[src/jtkf_pkg.sv]
// shared constants and helpers for the json top-level key finder
package jtkf_pkg;

    localparam int POS_W            = 12;
    localparam int MAX_BUFFER_BYTES = 4095;
    localparam int DEPTH_W          = 8;
    localparam int LEN_W            = 3;
    localparam int MODE_W           = 3;
    localparam int OUT_TDATA_W      = 16;

    localparam logic [MODE_W-1:0] MODE_OUTSIDE   = 3'd0;
    localparam logic [MODE_W-1:0] MODE_STRING    = 3'd1;
    localparam logic [MODE_W-1:0] MODE_ESCAPE    = 3'd2;
    localparam logic [MODE_W-1:0] MODE_AFTER_KEY = 3'd3;
    localparam logic [MODE_W-1:0] MODE_DONE      = 3'd4;

    localparam logic [7:0] CH_LBRACE  = 8'h7b;
    localparam logic [7:0] CH_RBRACE  = 8'h7d;
    localparam logic [7:0] CH_LBRACK  = 8'h5b;
    localparam logic [7:0] CH_RBRACK  = 8'h5d;
    localparam logic [7:0] CH_QUOTE   = 8'h22;
    localparam logic [7:0] CH_BSLASH  = 8'h5c;
    localparam logic [7:0] CH_COLON   = 8'h3a;
    localparam logic [7:0] CH_SPACE   = 8'h20;
    localparam logic [7:0] CH_TAB     = 8'h09;
    localparam logic [7:0] CH_LF      = 8'h0a;
    localparam logic [7:0] CH_CR      = 8'h0d;

    localparam logic [LEN_W-1:0] KEY_LEN = 3'd4;
    localparam logic [LEN_W-1:0] LEN_MAX = 3'd5;

    localparam logic signed [DEPTH_W-1:0] DEPTH_MAX = 8'sd127;
    localparam logic signed [DEPTH_W-1:0] DEPTH_MIN = -8'sd128;
    localparam logic signed [DEPTH_W-1:0] DEPTH_KEY = 8'sd1;

    function automatic logic [7:0] key_char(input logic [1:0] idx);
        logic [7:0] ch;
        case (idx)
            2'd0:    ch = 8'h6d;
            2'd1:    ch = 8'h61;
            2'd2:    ch = 8'h69;
            default: ch = 8'h6e;
        endcase
        return ch;
    endfunction

endpackage

[src/json_top_level_key_finder.sv]
// json top-level key finder: locates the first top-level "main" key in a byte stream
//
// usage
//   s_axis carries one byte of json text per item; tlast marks the final byte
//   of a buffer. m_axis gives one result item per buffer, on the byte with
//   tlast: a found flag and the offset of the key's opening quote.
//   bytes at offset 4095 or later are ignored, but tlast on them still ends
//   the buffer.
// timing
//   one byte per cycle sustained unless a byte with tlast waits on a full
//   result register; the byte is held in an input register and the scan
//   state update is one short step into the state and result registers.
//   a result is registered as its last byte leaves the input register.
// reset and stall
//   reset empties both registers and returns the scanner to the start of a
//   buffer. while a result waits on m_axis, bytes that do not end a buffer
//   keep flowing; a byte with tlast waits in the input register until the
//   result register frees up.
module json_top_level_key_finder (
    input  logic                           clk,
    input  logic                           rst_n,
    input  logic                           s_axis_tvalid,
    output logic                           s_axis_tready,
    input  logic [7:0]                     s_axis_tdata,  // text_byte
    input  logic                           s_axis_tlast,  // end_of_buffer
    output logic                           m_axis_tvalid,
    input  logic                           m_axis_tready,
    output logic [jtkf_pkg::OUT_TDATA_W-1:0] m_axis_tdata // key_found, key_offset, zero pad
);
    import jtkf_pkg::*;

    logic                       in_valid_reg;
    logic [7:0]                 in_byte_reg;
    logic                       in_last_reg;
    logic                       advance;

    logic [MODE_W-1:0]          mode_reg, mode_next;
    logic signed [DEPTH_W-1:0]  depth_reg, depth_next;
    logic [POS_W-1:0]           pos_reg, pos_next;
    logic [POS_W-1:0]           start_reg, start_next;
    logic [LEN_W-1:0]           len_reg, len_next;
    logic                       match_reg, match_next;
    logic                       found_reg, found_next;
    logic [POS_W-1:0]           found_pos_reg, found_pos_next;

    logic                       out_valid_reg;
    logic                       out_found_reg;
    logic [POS_W-1:0]           out_pos_reg;

    logic [7:0]                 ch;
    logic                       outside_step;

    assign advance       = in_valid_reg && (!in_last_reg || !out_valid_reg || m_axis_tready);
    assign s_axis_tready = !in_valid_reg || advance;
    assign m_axis_tvalid = out_valid_reg;
    assign m_axis_tdata  = {{(OUT_TDATA_W - POS_W - 1){1'b0}}, out_pos_reg, out_found_reg};
    assign ch            = in_byte_reg;

    always_comb
    begin
        mode_next      = mode_reg;
        depth_next     = depth_reg;
        pos_next       = pos_reg;
        start_next     = start_reg;
        len_next       = len_reg;
        match_next     = match_reg;
        found_next     = found_reg;
        found_pos_next = found_pos_reg;
        outside_step   = 1'b0;

        if (pos_reg < POS_W'(MAX_BUFFER_BYTES))
        begin
            pos_next = pos_reg + POS_W'(1);
            unique case (mode_reg)
                MODE_OUTSIDE:
                begin
                    outside_step = 1'b1;
                end
                MODE_STRING, MODE_ESCAPE:
                begin
                    if (mode_reg == MODE_STRING && ch == CH_QUOTE)
                    begin
                        if (depth_reg == DEPTH_KEY && len_reg == KEY_LEN && match_reg)
                            mode_next = MODE_AFTER_KEY;
                        else
                            mode_next = MODE_OUTSIDE;
                    end
                    else
                    begin
                        if (mode_reg == MODE_ESCAPE)
                            mode_next = MODE_STRING;
                        else if (ch == CH_BSLASH)
                            mode_next = MODE_ESCAPE;
                        if (len_reg >= KEY_LEN || ch != key_char(len_reg[1:0]))
                            match_next = 1'b0;
                        if (len_reg < LEN_MAX)
                            len_next = len_reg + LEN_W'(1);
                    end
                end
                MODE_AFTER_KEY:
                begin
                    if (ch == CH_SPACE || ch == CH_TAB || ch == CH_CR || ch == CH_LF)
                        mode_next = MODE_AFTER_KEY;
                    else if (ch == CH_COLON)
                    begin
                        found_next     = 1'b1;
                        found_pos_next = start_reg;
                        mode_next      = MODE_DONE;
                    end
                    else
                    begin
                        mode_next    = MODE_OUTSIDE;
                        outside_step = 1'b1;
                    end
                end
                default:
                begin
                    mode_next = mode_reg;
                end
            endcase

            if (outside_step)
            begin
                if (ch == CH_LBRACE || ch == CH_LBRACK)
                begin
                    if (depth_reg < DEPTH_MAX)
                        depth_next = depth_reg + 8'sd1;
                end
                else if (ch == CH_RBRACE || ch == CH_RBRACK)
                begin
                    if (depth_reg > DEPTH_MIN)
                        depth_next = depth_reg - 8'sd1;
                end
                else if (ch == CH_QUOTE)
                begin
                    mode_next  = MODE_STRING;
                    start_next = pos_reg;
                    len_next   = '0;
                    match_next = 1'b1;
                end
            end
        end
    end

    always_ff @(posedge clk or negedge rst_n)
    begin
        if (!rst_n)
        begin
            in_valid_reg  <= 1'b0;
            out_valid_reg <= 1'b0;
            mode_reg      <= MODE_OUTSIDE;
            depth_reg     <= '0;
            pos_reg       <= '0;
            start_reg     <= '0;
            len_reg       <= '0;
            match_reg     <= 1'b1;
            found_reg     <= 1'b0;
            found_pos_reg <= '0;
        end
        else
        begin
            if (s_axis_tready)
                in_valid_reg <= s_axis_tvalid;

            if (out_valid_reg && m_axis_tready)
                out_valid_reg <= 1'b0;

            if (advance)
            begin
                if (in_last_reg)
                begin
                    out_valid_reg <= 1'b1;
                    mode_reg      <= MODE_OUTSIDE;
                    depth_reg     <= '0;
                    pos_reg       <= '0;
                    start_reg     <= '0;
                    len_reg       <= '0;
                    match_reg     <= 1'b1;
                    found_reg     <= 1'b0;
                    found_pos_reg <= '0;
                end
                else
                begin
                    mode_reg      <= mode_next;
                    depth_reg     <= depth_next;
                    pos_reg       <= pos_next;
                    start_reg     <= start_next;
                    len_reg       <= len_next;
                    match_reg     <= match_next;
                    found_reg     <= found_next;
                    found_pos_reg <= found_pos_next;
                end
            end
        end
    end

    always_ff @(posedge clk)
    begin
        if (s_axis_tready && s_axis_tvalid)
        begin
            in_byte_reg <= s_axis_tdata;
            in_last_reg <= s_axis_tlast;
        end
        if (advance && in_last_reg)
        begin
            out_found_reg <= found_next;
            out_pos_reg   <= found_next ? found_pos_next : '0;
        end
    end

endmodule

[config.mk]
export PLATFORM = sky130hd
export DESIGN_NAME = json_top_level_key_finder
export DESIGN_NICKNAME = d
export VERILOG_FILES = /design/src/jtkf_pkg.sv /design/src/json_top_level_key_finder.sv
export SDC_FILE = /design/constraint.sdc
export NUM_CORES = 1
export LEC_CHECK = 0
export ABC_AREA = 1
export BUFFER_PORTS_ARGS = -buffer_cell sky130_fd_sc_hd__clkbuf_2
export CELL_PAD_IN_SITES_DETAIL_PLACEMENT = 0
export CELL_PAD_IN_SITES_GLOBAL_PLACEMENT = 1
export CORE_MARGIN = 2
export CORE_UTILIZATION = 49
export DETAILED_ROUTE_END_ITERATION = 16
export GPL_TIMING_DRIVEN = 1
export PLACE_DENSITY = 0.84
export SLEW_MARGIN = 10
export SYNTH_ARGS = -nofsm -noshare
export SYNTH_HDL_FRONTEND = slang
export SYNTH_SLANG_ARGS = --single-unit
[constraint.sdc]
create_clock -name clk -period 4.6 [get_ports clk]
set_input_delay 0.23 -clock clk [delete_from_list [all_inputs] [get_ports clk]]
set_output_delay 0.23 -clock clk [all_outputs]
set_load 0.02 [all_outputs]
==> results.yml <==
synthesis:
  ys_ff_latch: 76
  yosysWarningCount: 0
  synth.cell_area_um2: 4420
  synth_cells: 572
  synth_area_per_cell_um2: 7.73
  ys_types: 40
  seq_area_frac_synth_pct: 45.5
setup_path:
  crit_fanout: 16
  rrSetupSlack_ns: 2.10
  cp_slowest_cell: "nor2_1"
  crit_path_cell_trace: "a21boi_4 -> inv_1 -> nor2_1 -> nand2_1 -> inv_1 -> nand3_1 -> nand2_1"
  critPathArrivalTime_ns: 2.80
  cp_data_required_time_ns: 4.90
  r2r-start: "in_last_reg$_DFFE_PP_"
  r2r_end: "mode_reg[1]$_DFFE_PN0P_"
  path_class: "register to register"
  cp_top_family: "simple AND/OR/NAND/NOR gates"
  ff2ff_path_depth: 7
  crit_buf_inv: 2
  cp-end-kind: "register"
  crit_path_start_kind: "register"
  max_stage_delay_ns: 0.72
routing:
  detail_route.wl_per_cell_um: 13.5
  wirelength_mm: 9.56
  vias_per_cell: 5.17
  antenna_left: 0
  drc: 0
  drtIter0Drc: 144
  num_vias: 3659
  drt_first_pass_iters: 4
sta:
  post-route-period-util_pct: 54.4
  slew-limit-headroom_pct: 42.4
  fin_crit_ns: 2.50
  clock.fmax_mhz: 400
  maxSlewViolCount: 0
  rsz0062_at_grt: "false"
  hold_viol: 0
  fin_skew_ns: 0.0113
  tns_ns: 0
  worst_slew_pin_slew_ns: 0.861
  setup_viol: 0
cts:
  cts-root-buf: "clkbuf_8"
  cts_tree: "done"
  htreeDepth: 3
  numCtsBuffers: 9
  clk_latency_ns: 0.36
  ctsHoldBuffers: 0
  clockBufferDepth: 2
  cts_sinks: 76
  cts.repair.resized: 0
  post_cts_buffers: 0
  clk_pin_slew_ns: 0.09
pwr:
  p_int_mw: 1.24
  combPwrFrac_pct: 31.3
  p_switching_mw: 0.787
  switching_share_pct: 38.8
  p_total_mw: 2.03
  vdd_drop_max_v: 0.000251
  power.share.sequential_pct: 42.8
  p_clk_share_pct: 25.9
  powerDensity_nw_per_um2: 423
  leakage_nw: 2.33
global_routing:
  grt_pass1_vias: 3556
  grt_usage_pct: 20.7
  grt_max_degree: 55
  antenna_found_initial: 0
  overflow: 0
  grt_pass1_wl_mm: 16.3
placed_design:
  io_buffers: 27
  routabilityCongestion: 0.863
  postPlaceCellArea_um2: 4590
  hpwlAfterDp_mm: 6.91
floorplan:
  initial_utilization_pct: 50.7
  rows: 34
  core_um2: 8720
  dieWidth_um: 99.0
  pin_count: 31
  chipHeight_um: 99.0
  dieArea_um2: 9800
cells_and_area:
  final_cell_mix: "nand2_1, inv_1, dfrtp_1"
  syn2layout_area_growth_pct: 8.29
  finalNetCount: 616
  final_common_cell: "nand2_1"
  drive_gt1_share_pct: 15.2
  n_antenna_cell: 0
  design_area_um2: 4790
run_status:
  status: "finished clean"
min_path:
  hold_class: "primary input to async pin"
job:
  maxCapViolCount: 0
## cells in the mapped netlist
cell        n  area, µm²
nand2_1   188        706
inv_1      56        210
dfrtp_1    53       1330
nand3_1    51        255
nor2_1     50        188
edfxtp_1   22        661
o21ai_0    20        100
nand3b_1   13       97.6
nand2_2    12       75.1
a21oi_1    10       50.1
inv_2      10       37.5
ha_1        8        100
nand4_1     8       50.1
nor3_1      8       40.0
o21ai_2     7       61.3
xor2_1      6       52.6
buf_2       5       25.0
buf_4       5       37.5
clkbuf_1    5       18.8
nor2_2      5       31.3
o21ai_1     5       25.0
nor2_4      4       45.0
nand2_4     3       33.8
buf_6       2       22.5
a211oi_1    1       7.51
a21boi_4    1       18.8
a22o_1      1       8.76
and3_1      1       6.26
buf_8       1       15.0
clkinv_1    1       3.75
conb_1      1       3.75
dfstp_2     1       26.3
nand3_2     1       10.0
nand3_4     1       17.5
nor3_2      1       10.0
o21ai_4     1       16.3
o21bai_1    1       7.51
o22ai_1     1       6.26
o31ai_1     1       7.51
xnor2_1     1       8.76
## metrics by stage
step / util, % / std cells / hold slack [ns] / setup slack, ns
floorplan: - / 574 / -0.0656 / 2.90
finish: 54.9 / 708 / 0.0000220 / 2.10
detailed placement: 52.6 / 692 / 0.409 / 2.08
global placement: 52.6 / 692 / 0.407 / 2.18
global route: 54.9 / 708 / 0.0391 / 1.78
CTS: 54.9 / 708 / 0.0259 / 2.07
## worst reg2reg max path, delay by kind of cell, from the launching register on
| family | cells | cell delay, ns |
|---|---|---|
| buf+inv | 2 | 0.40 |
| flops | 1 | 0.68 |
| simple gates | 4 | 1.02 |
| compound gates | 1 | 0.35 |
## area by class of cell
| cell class | instances | area, µm² |
|---|---|---|
| clock buffer | 9 | 124 |
| clock inverter | 7 | 76.3 |
| fill | 833 | 3930 |
| inverter | 67 | 251 |
| multi-input combinational | 413 | 2050 |
| sequential | 76 | 2010 |
| tap | 108 | 135 |
| timing repair buffer | 28 | 143 |
## metal layers
metal	wire [µm]	track usage (%)
met1	4290	26.6
met2	4800	35.7
met3	270	2.41
met4	196	8.54
met5	0	0
## cell families after synthesis
| family | synth area share (%) |
|---|---|
| simple gates | 35.4 |
| buf+inv | 8.37 |
| flops | 45.5 |
| compound gates | 6.99 |
| fa+ha+maj | 2.26 |
| xor+xnor | 1.39 |
| other cells | 0.0848 |
## power groups by stage
stage | logic (mW) | clock network, mW | registers (mW)
2_1_floorplan | 0.521 | 0 | 0.846
3_3_place_gp | 0.626 | 0 | 0.879
3_5_place_dp | 0.633 | 0 | 0.878
4_1_cts | 0.639 | 0.533 | 0.865
5_1_grt | 0.743 | 0.559 | 0.881
6_report | 0.634 | 0.525 | 0.867
## worst max-delay path by stage
stage	from	to	depth (start not counted)
2_1_floorplan	pos_reg[0]$_DFFE_PN0P_	depth_reg[7]$_DFFE_PN0P_	13
3_3_place_gp	in_last_reg$_DFFE_PP_	mode_reg[1]$_DFFE_PN0P_	7
3_5_place_dp	in_last_reg$_DFFE_PP_	mode_reg[1]$_DFFE_PN0P_	7
4_1_cts	in_last_reg$_DFFE_PP_	mode_reg[1]$_DFFE_PN0P_	7
5_1_grt	in_last_reg$_DFFE_PP_	mode_reg[1]$_DFFE_PN0P_	7
6_report	in_last_reg$_DFFE_PP_	mode_reg[1]$_DFFE_PN0P_	7
Note: power is estimated with default switching activity, not from simulation.
